**src/rtl/prrd_pkg.sv**
```systemverilog
// Shared types and codes for the priority round-robin dispatcher.
`timescale 1ns / 1ps
`default_nettype none

package prrd_pkg;

  localparam int PRI_W   = 4;
  localparam int REM_W   = 16;
  localparam int STAMP_W = 16;
  localparam int SLOT_W  = 5;
  localparam int QUANT_W = 8;
  localparam int TIME_W  = 32;

  localparam logic OP_ADD      = 1'b0;
  localparam logic OP_DISPATCH = 1'b1;

  localparam logic [1:0] ST_ADDED      = 2'd0;
  localparam logic [1:0] ST_FULL       = 2'd1;
  localparam logic [1:0] ST_DISPATCHED = 2'd2;
  localparam logic [1:0] ST_NONE       = 2'd3;

  localparam logic [QUANT_W-1:0] QUANTUM_RESET = 8'd10;

  typedef struct packed {
    logic             opcode;
    logic [PRI_W-1:0] priority_req;
    logic [REM_W-1:0] burst;
  } task_item_t;

  typedef struct packed {
    logic [1:0]        status;
    logic [SLOT_W-1:0] slot;
    logic [REM_W-1:0]  slice_length;
    logic              finished;
    logic [TIME_W-1:0] end_time;
  } result_t;

  // one table entry as kept in the task memory
  typedef struct packed {
    logic [PRI_W-1:0]   pri;
    logic [REM_W-1:0]   rem;
    logic [STAMP_W-1:0] stamp;
  } entry_t;

  // candidate seen by the selection unit; age = next_stamp - stamp
  typedef struct packed {
    logic [PRI_W-1:0]   pri;
    logic [STAMP_W-1:0] age;
    logic [REM_W-1:0]   rem;
  } cand_t;

  typedef enum logic [2:0] {
    S_IDLE,
    S_ADD_SCAN,
    S_DISP_SCAN,
    S_DISP_DRAIN,
    S_DISP_EXEC,
    S_PUSH
  } state_t;

endpackage

`default_nettype wire

```
**src/rtl/prrd_pick.sv**
```systemverilog
// Running best-candidate tracker: one priority/age compare per cycle.
`timescale 1ns / 1ps
`default_nettype none

module prrd_pick #(
  parameter int IDX_W = 5
) (
  input  wire logic              clk,
  input  wire logic              rst,
  input  wire logic              clear,
  input  wire logic              cand_en,
  input  wire prrd_pkg::cand_t   cand,
  input  wire logic [IDX_W-1:0]  cand_idx,
  output logic                   found,
  output prrd_pkg::cand_t        best,
  output logic [IDX_W-1:0]       best_idx
);
  import prrd_pkg::*;

  logic take;

  // higher priority wins; among equals the larger age (waited longest)
  assign take = cand_en &&
                (!found || (cand.pri > best.pri) ||
                 ((cand.pri == best.pri) && (cand.age > best.age)));

  always_ff @(posedge clk) begin
    if (rst) begin
      found <= 1'b0;
    end else if (clear) begin
      found <= 1'b0;
    end else if (take) begin
      found <= 1'b1;
    end
  end

  always_ff @(posedge clk) begin
    if (take) begin
      best     <= cand;
      best_idx <= cand_idx;
    end
  end

endmodule

`default_nettype wire

```
**src/rtl/priority_round_robin_dispatcher.sv**
```systemverilog
// Top level of the priority round-robin task dispatcher.
//
// Task channel (task_valid/task_stall/task_item): opcode 0 adds a task with
// priority_req and burst; opcode 1 dispatches one time slice. One result per
// item comes out on the result channel (result_valid/result_stall/result).
// quantum_valid/quantum_ready/quantum_data writes the slice quantum (reset 10,
// zero acts as 1); quantum_ready is always high.
// Flow: an add walks the valid bits from slot 0 up to the lowest free slot, then
// passes its result through S_PUSH to the output register before the next item
// can be taken. A full table skips the scan and goes straight to S_PUSH.
// A dispatch scans every slot through the task memory, one read and one compare
// per cycle, then drains, executes and pushes before the next item is taken.
// One item is in flight at a time; task_stall is high while it is worked on.
// A finished result sits in the output register while the next item is
// taken; if the receiver stalls, the block holds its next result until the
// output register frees up.
// Reset clears the valid bits, counters and elapsed time and sets the quantum to 10;
// the task memory needs no clearing since unused slots are read but never taken as candidates.
`timescale 1ns / 1ps
`default_nettype none

module priority_round_robin_dispatcher #(
  parameter int MAX_TASKS = 32
) (
  input  wire logic                 clk,
  input  wire logic                 rst,
  input  wire logic                 task_valid,
  output logic                      task_stall,
  input  wire prrd_pkg::task_item_t task_item,
  output logic                      result_valid,
  input  wire logic                 result_stall,
  output prrd_pkg::result_t         result,
  input  wire logic                 quantum_valid,
  output logic                      quantum_ready,
  input  wire logic [7:0]           quantum_data
);
  import prrd_pkg::*;

  localparam int IDX_W = $clog2(MAX_TASKS);
  localparam int CNT_W = $clog2(MAX_TASKS + 1);
  localparam logic [IDX_W-1:0] LAST_IDX = IDX_W'(MAX_TASKS - 1);

  state_t state, state_next;

  logic [IDX_W-1:0]     idx;
  task_item_t           item;
  logic [MAX_TASKS-1:0] entry_valid;
  entry_t               mem [MAX_TASKS];
  entry_t               mem_q;
  logic                 rd_go;
  logic                 rd_vld;
  logic [IDX_W-1:0]     rd_idx;
  logic [STAMP_W-1:0]   next_stamp;
  logic [CNT_W-1:0]     live_count;
  logic [TIME_W-1:0]    elapsed;
  logic [QUANT_W-1:0]   quantum;
  result_t              res, res_next;

  logic                 accept, res_load, out_load, do_add, do_disp;
  logic                 mem_we;
  logic [IDX_W-1:0]     mem_waddr;
  entry_t               mem_wdata;

  logic                 found;
  cand_t                cand, best;
  logic [IDX_W-1:0]     best_idx;

  logic [QUANT_W-1:0]   q_eff;
  logic                 use_rem;
  logic [REM_W-1:0]     slice, rem_new;
  logic [TIME_W:0]      sum;
  logic [TIME_W-1:0]    elapsed_new;
  logic                 retire;

  assign quantum_ready = 1'b1;
  assign accept        = task_valid && !task_stall;

  // slice arithmetic for the selected task
  assign q_eff       = (quantum == '0) ? QUANT_W'(1) : quantum;
  assign use_rem     = (live_count <= CNT_W'(1)) || (best.rem < REM_W'(q_eff));
  assign slice       = use_rem ? best.rem : REM_W'(q_eff);
  assign rem_new     = best.rem - slice;
  assign sum         = {1'b0, elapsed} + (TIME_W + 1)'(slice);
  assign elapsed_new = sum[TIME_W] ? '1 : sum[TIME_W-1:0];
  assign retire      = (rem_new == '0);

  assign cand.pri = mem_q.pri;
  assign cand.age = next_stamp - mem_q.stamp;
  assign cand.rem = mem_q.rem;

  prrd_pick #(
    .IDX_W(IDX_W)
  ) u_pick (
    .clk      (clk),
    .rst      (rst),
    .clear    (accept),
    .cand_en  (rd_go && rd_vld),
    .cand     (cand),
    .cand_idx (rd_idx),
    .found    (found),
    .best     (best),
    .best_idx (best_idx)
  );

  always_ff @(posedge clk) begin
    if (rst) begin
      state <= S_IDLE;
    end else begin
      state <= state_next;
    end
  end

  always_comb begin
    state_next = state;
    task_stall = 1'b1;
    res_load   = 1'b0;
    out_load   = 1'b0;
    do_add     = 1'b0;
    do_disp    = 1'b0;
    res_next   = '{status: ST_NONE, slot: '0, slice_length: '0, finished: 1'b0,
                   end_time: elapsed};
    case (state)
      S_IDLE: begin
        task_stall = 1'b0;
        if (task_valid) begin
          if (task_item.opcode == OP_DISPATCH) begin
            state_next = S_DISP_SCAN;
          end else if (live_count == CNT_W'(MAX_TASKS)) begin
            res_next.status = ST_FULL;
            res_load        = 1'b1;
            state_next      = S_PUSH;
          end else begin
            state_next = S_ADD_SCAN;
          end
        end
      end
      S_ADD_SCAN: begin
        if (!entry_valid[idx]) begin
          do_add          = 1'b1;
          res_next.status = ST_ADDED;
          res_next.slot   = SLOT_W'(idx);
          res_load        = 1'b1;
          state_next      = S_PUSH;
        end
      end
      S_DISP_SCAN: begin
        if (idx == LAST_IDX) begin
          state_next = S_DISP_DRAIN;
        end
      end
      S_DISP_DRAIN: begin
        state_next = S_DISP_EXEC;
      end
      S_DISP_EXEC: begin
        res_load = 1'b1;
        if (found) begin
          do_disp               = 1'b1;
          res_next.status       = ST_DISPATCHED;
          res_next.slot         = SLOT_W'(best_idx);
          res_next.slice_length = slice;
          res_next.finished     = retire;
          res_next.end_time     = elapsed_new;
        end
        state_next = S_PUSH;
      end
      S_PUSH: begin
        if (!result_valid || !result_stall) begin
          out_load   = 1'b1;
          state_next = S_IDLE;
        end
      end
      default: begin
        state_next = S_IDLE;
      end
    endcase
  end

  // memory write port: new task on add, updated remaining/stamp on dispatch
  always_comb begin
    mem_we    = do_add || do_disp;
    mem_waddr = do_add ? idx : best_idx;
    if (do_add) begin
      mem_wdata = '{pri: item.priority_req, rem: item.burst, stamp: next_stamp};
    end else begin
      mem_wdata = '{pri: best.pri, rem: rem_new, stamp: next_stamp};
    end
  end

  always_ff @(posedge clk) begin
    if (mem_we) begin
      mem[mem_waddr] <= mem_wdata;
    end
    mem_q <= mem[idx];
  end

  always_ff @(posedge clk) begin
    if (accept) begin
      item <= task_item;
    end
    if (res_load) begin
      res <= res_next;
    end
    if (out_load) begin
      result <= res;
    end
    rd_idx <= idx;
    rd_vld <= entry_valid[idx];
  end

  always_ff @(posedge clk) begin
    if (rst) begin
      idx          <= '0;
      rd_go        <= 1'b0;
      entry_valid  <= '0;
      next_stamp   <= '0;
      live_count   <= '0;
      elapsed      <= '0;
      quantum      <= QUANTUM_RESET;
      result_valid <= 1'b0;
    end else begin
      rd_go <= (state == S_DISP_SCAN);
      if (accept) begin
        idx <= '0;
      end else if ((state == S_ADD_SCAN || state == S_DISP_SCAN) && idx != LAST_IDX) begin
        idx <= idx + IDX_W'(1);
      end
      if (do_add) begin
        entry_valid[idx] <= 1'b1;
        next_stamp       <= next_stamp + STAMP_W'(1);
        live_count       <= live_count + CNT_W'(1);
      end
      if (do_disp) begin
        elapsed <= elapsed_new;
        if (retire) begin
          entry_valid[best_idx] <= 1'b0;
          live_count            <= live_count - CNT_W'(1);
        end else begin
          next_stamp <= next_stamp + STAMP_W'(1);
        end
      end
      if (quantum_valid && quantum_ready) begin
        quantum <= quantum_data;
      end
      if (out_load) begin
        result_valid <= 1'b1;
      end else if (!result_stall) begin
        result_valid <= 1'b0;
      end
    end
  end

  a_live_count : assert property (@(posedge clk) disable iff (rst)
    32'(live_count) == $countones(entry_valid))
    else $error("live count out of step with valid bits");

  a_count_bound : assert property (@(posedge clk) disable iff (rst)
    live_count <= CNT_W'(MAX_TASKS))
    else $error("live count above table size");

  a_pick_valid : assert property (@(posedge clk) disable iff (rst)
    (state == S_DISP_EXEC && found) |-> entry_valid[best_idx])
    else $error("dispatch picked an empty slot");

  a_add_free : assert property (@(posedge clk) disable iff (rst)
    do_add |=> entry_valid[$past(idx)] && live_count == $past(live_count) + CNT_W'(1))
    else $error("add did not claim its slot");

endmodule

`default_nettype wire
```
**config.mk**
```make
export PLATFORM = sky130hd
export DESIGN_NAME = priority_round_robin_dispatcher
export DESIGN_NICKNAME = d
export VERILOG_FILES = /design/src/rtl/prrd_pkg.sv /design/src/rtl/prrd_pick.sv /design/src/rtl/priority_round_robin_dispatcher.sv
export SDC_FILE = /design/constraint.sdc
export NUM_CORES = 2
export LEC_CHECK = 0
export ABC_AREA = 1
export BUFFER_PORTS_ARGS = -buffer_cell sky130_fd_sc_hd__buf_2
export CAP_MARGIN = 20
export CORE_UTILIZATION = 30
export DETAILED_ROUTE_END_ITERATION = 6
export GPL_ROUTABILITY_DRIVEN = 0
export GPL_TIMING_DRIVEN = 0
export PLACE_DENSITY = 0.44
export SLEW_MARGIN = 10
export SYNTH_ARGS = -nofsm -noshare
export SYNTH_HDL_FRONTEND = slang
export SYNTH_SLANG_ARGS = --single-unit
```
**constraint.sdc**
```tcl
create_clock -name clk -period 9 [get_ports clk]
set_input_delay 2.7 -clock clk [delete_from_list [all_inputs] [get_ports clk]]
set_output_delay 2.7 -clock clk [all_outputs]
set_load 0.1 [all_outputs]
```
==> results.sh <==
export IMPL_status="finished clean"
export IMPL_report_final_setup_viol=0
export IMPL_syn_cell_area_sq_um=59000
export IMPL_synth_distinct_cells=60
export IMPL_cpMostUsedCell="nor2_1"
export IMPL_skew_ps=48.1
export IMPL_clock_root_buffer="clkbuf_16"
export IMPL_synth_main_ff_cell="edfxtp_1"
export IMPL_dp_hpwl_um=149000
export IMPL_worstSetupPathType="reg2reg"
export IMPL_drt_pass1_iterations=6
export IMPL_cp_slowest_cell="dfxtp_2"
export IMPL_synth_compound_area_share_pct=12.9
export IMPL_hold_viol_final=0
export IMPL_drt_antenna_violating_nets=0
export IMPL_core_sq_um=195000
export IMPL_pre_cts_slack_ps=2830
export IMPL_synth_edff_count=1325
export IMPL_yosys_area_share_simple_pct=8.63
export IMPL_slew_headroom_pct=11.2
export IMPL_fillers=18900
export IMPL_path_buf_inv=3
export IMPL_setup_tns_ps=0
export IMPL_grt_pass1_wl_um=292000
export IMPL_drcViolationCount=0
export IMPL_ys_warn_count=0
export IMPL_die_width_um=445
export IMPL_rsz0062_at_grt="no"
export IMPL_floorplan_initialDensity_pct=30.2
export IMPL_synth_adder_area_share_pct=1.69
export IMPL_drv_slew=0
export IMPL_clock_latency_ps=820
export IMPL_drv_cap=0
export IMPL_syn_to_final_growth_pct=19.8
export IMPL_cts_tree="yes"
export IMPL_wirelength_um=209000
export IMPL_post_cts_resized=0
export IMPL_synth_mux_area_share_pct=0.0170
export IMPL_nets=5175
export IMPL_ys_ff_latch=1472
export IMPL_postSynthAreaPerCell_sq_um=12.6
export IMPL_syn_nets=4798
export IMPL_ys_seq_area_share_pct=72.4
export IMPL_drtIter0Drc=4068
export IMPL_num_io_pins=93
export IMPL_layout_setup_ws_ps=2880
export IMPL_yosys_area_top_type="edfxtp_1"
export IMPL_rows=162
export IMPL_grt_usage_pct=20.7
export IMPL_synthArstFlopShare_pct=0
export IMPL_critPathTopFamily="compound AO/OA/AOI/OAI gates"
export IMPL_synth_top_area_share_pct=67.4
export IMPL_vias=39900
export IMPL_yosys_top_cells_area="edfxtp_1, o21ai_0, dfxtp_1"
export IMPL_ctsHoldBuffers=0
export IMPL_worst_pin_slew_ps=1330
export IMPL_netlist_instances=4686
export IMPL_overflow=0
export IMPL_leakage_nw=23.9
export IMPL_layout_min_cycle_time_ps=6120
export IMPL_grt_max_degree=38
export IMPL_peakVddDrop_v=0.000200
export IMPL_clock_fmax_mhz=163
export IMPL_die_y_um=445
export IMPL_path_clk_slew_ps=60
export IMPL_holdCritPathClass="reg2reg"
export IMPL_synth_xor_area_share_pct=0.920
export IMPL_htree_levels=4
export IMPL_die_area_sq_um=198000
export IMPL_crit_required_ps=9520
export IMPL_postCtsSetupBuffers=0
export IMPL_port_buffers=90
export IMPL_clock_sinks=1472
export IMPL_first_global_vias=38400
export IMPL_drive_gt1_share_pct=12.0
export IMPL_worstPathArrival_ps=6640
export IMPL_start_kind="flip-flop"
export IMPL_critPathMaxFanout=35
export IMPL_cellPowerDensity_nw_per_um2=337
export IMPL_finalCritPeriodShare_pct=68.0
export IMPL_clk_path_buf_depth=3
export IMPL_max_stage_delay_ps=840
export IMPL_antenna_found_initial=15
export IMPL_synth_top_family_by_area="compound AO/OA/AOI/OAI gates"
export IMPL_wl_per_cell_um=26.8
export IMPL_cts_buffers=160
export IMPL_viasPerCell=5.11
export IMPL_worstSetupEndpointType="flip-flop"
==> cells by family after synthesis <==
group                    after synthesis
AO/OA/AOI/OAI                       1297
XOR/XNOR                              62
adder cells (fa/ha/maj)               78
buffers and inverters                522
flip-flops                          1472
multiplexers                           1
other                                  1
AND/OR/NAND/NOR                     1253
==> per-layer routing <==
metal / vias to the layer above / global-route usage, % / part of all wire, %
met3: 279 / 3.51 / 6.9
met4: 0 / 5.81 / 2.5
met5: - / 0 / 0
met2: 1491 / 34.0 / 47
li1: 18000 / - / -
met1: 20100 / 28.2 / 43
==> per-stage QoR <==
step	power, mW	util (%)	cells	hold slack (ps)	instance area, sq um
final	23.8	36.2	7820	403	70700
after global routing	24.8	36.2	7815	407	70700
after CTS	23.9	36.2	7811	403	70600
after detailed placement	17.4	33.6	7522	389	65500
after global placement	16.8	32.1	7400	386	62700
after floorplan	13.4	-	4686	386	59000
==> placed cells by master, fill, tap and decap left out, types with 10 or more instances in the layout <==
cell type / instances
a21oi_1: 99
a221oi_1: 69
a22o_1: 68
a31oi_1: 10
buf_1: 11
buf_12: 81
buf_16: 13
buf_2: 114
buf_4: 19
buf_6: 13
bufinv_16: 10
clkbuf_1: 250
clkbuf_16: 162
clkinv_1: 44
clkinv_2: 22
dfxtp_1: 131
dfxtp_2: 16
edfxtp_1: 1325
ha_1: 75
inv_1: 234
inv_2: 17
nand2_1: 300
nand3_1: 89
nand4_1: 16
nor2_1: 730
nor2_2: 10
nor2_4: 36
nor3_1: 35
o21ai_0: 637
o21ai_1: 37
o21ai_4: 18
o22ai_1: 313
xnor2_1: 18
xor2_1: 44
==> synth_stat cells, types with 18 or more instances <==
library cell / n
dfxtp_1: 147
clkbuf_1: 227
nand2_1: 300
inv_1: 234
xnor2_1: 18
a221oi_1: 69
o22ai_1: 313
o21ai_1: 37
edfxtp_1: 1325
ha_1: 75
nand3_1: 89
xor2_1: 44
nor2_1: 764
a22o_1: 68
buf_2: 24
o21ai_0: 655
a21oi_1: 100
nor3_1: 42
==> final timing paths <==
check	from	end	slack (ps)	cells past startpoint
worst max-delay path	next_stamp[0]	u_pick.best[31]	2880	25
worst min-delay path	cand[13]	u_pick.best[13]	400	0
worst max register to register	next_stamp[0]	u_pick.best[31]	2880	25
worst min register to register	cand[13]	u_pick.best[13]	400	0
==> registers in the layout, summed over array words and instances (netlist names), 20 cells and up <==
name         cells
res             56
result          56
cand            20
mem           1152
entry_valid     32
item            20
elapsed         32
u_pick.best     36
==> power breakdown <==
part           internal, mW  switching [mW]  total (mW)  leakage [nW]
clock                  3.64            2.85        6.49          2.48
sequential             9.11           0.297        9.40          12.9
combinational          2.06            5.85        7.91          8.48
total                  14.8            9.00        23.8          23.9
==> cell type report <==
cell class	count	area (sq um)	area share, %
antenna	6	15.0	0.0212
buffer	270	1100	1.55
clock buffer	196	4220	5.97
clock inverter	93	853	1.21
inverter	252	946	1.34
multi-input combinational	2692	14800	20.9
sequential	1472	42800	60.5
tap	2624	3280	4.65
timing repair buffer	215	2740	3.88
==> worst register-to-register path, stage by stage (launching register included) <==
cell      delay (ps)
dfxtp_2          840
inv_1            230
ha_1             240
inv_1             90
fa_1             220
nand3_1           80
nand2_1          110
a31oi_1          120
o21ai_0          630
a21oi_1          160
o21bai_1         240
a21oi_1          110
o21bai_1         220
a21oi_1          100
nor2_1           100
nor2_1            60
xnor2_1          140
ha_1             290
nand2_1           60
nor2_1           170
nand4_1          340
nor4_1           350
nor2_1            70
a221oi_1         420
nor2_4           210
buf_12           220
(Power assumes the default switching activity.)
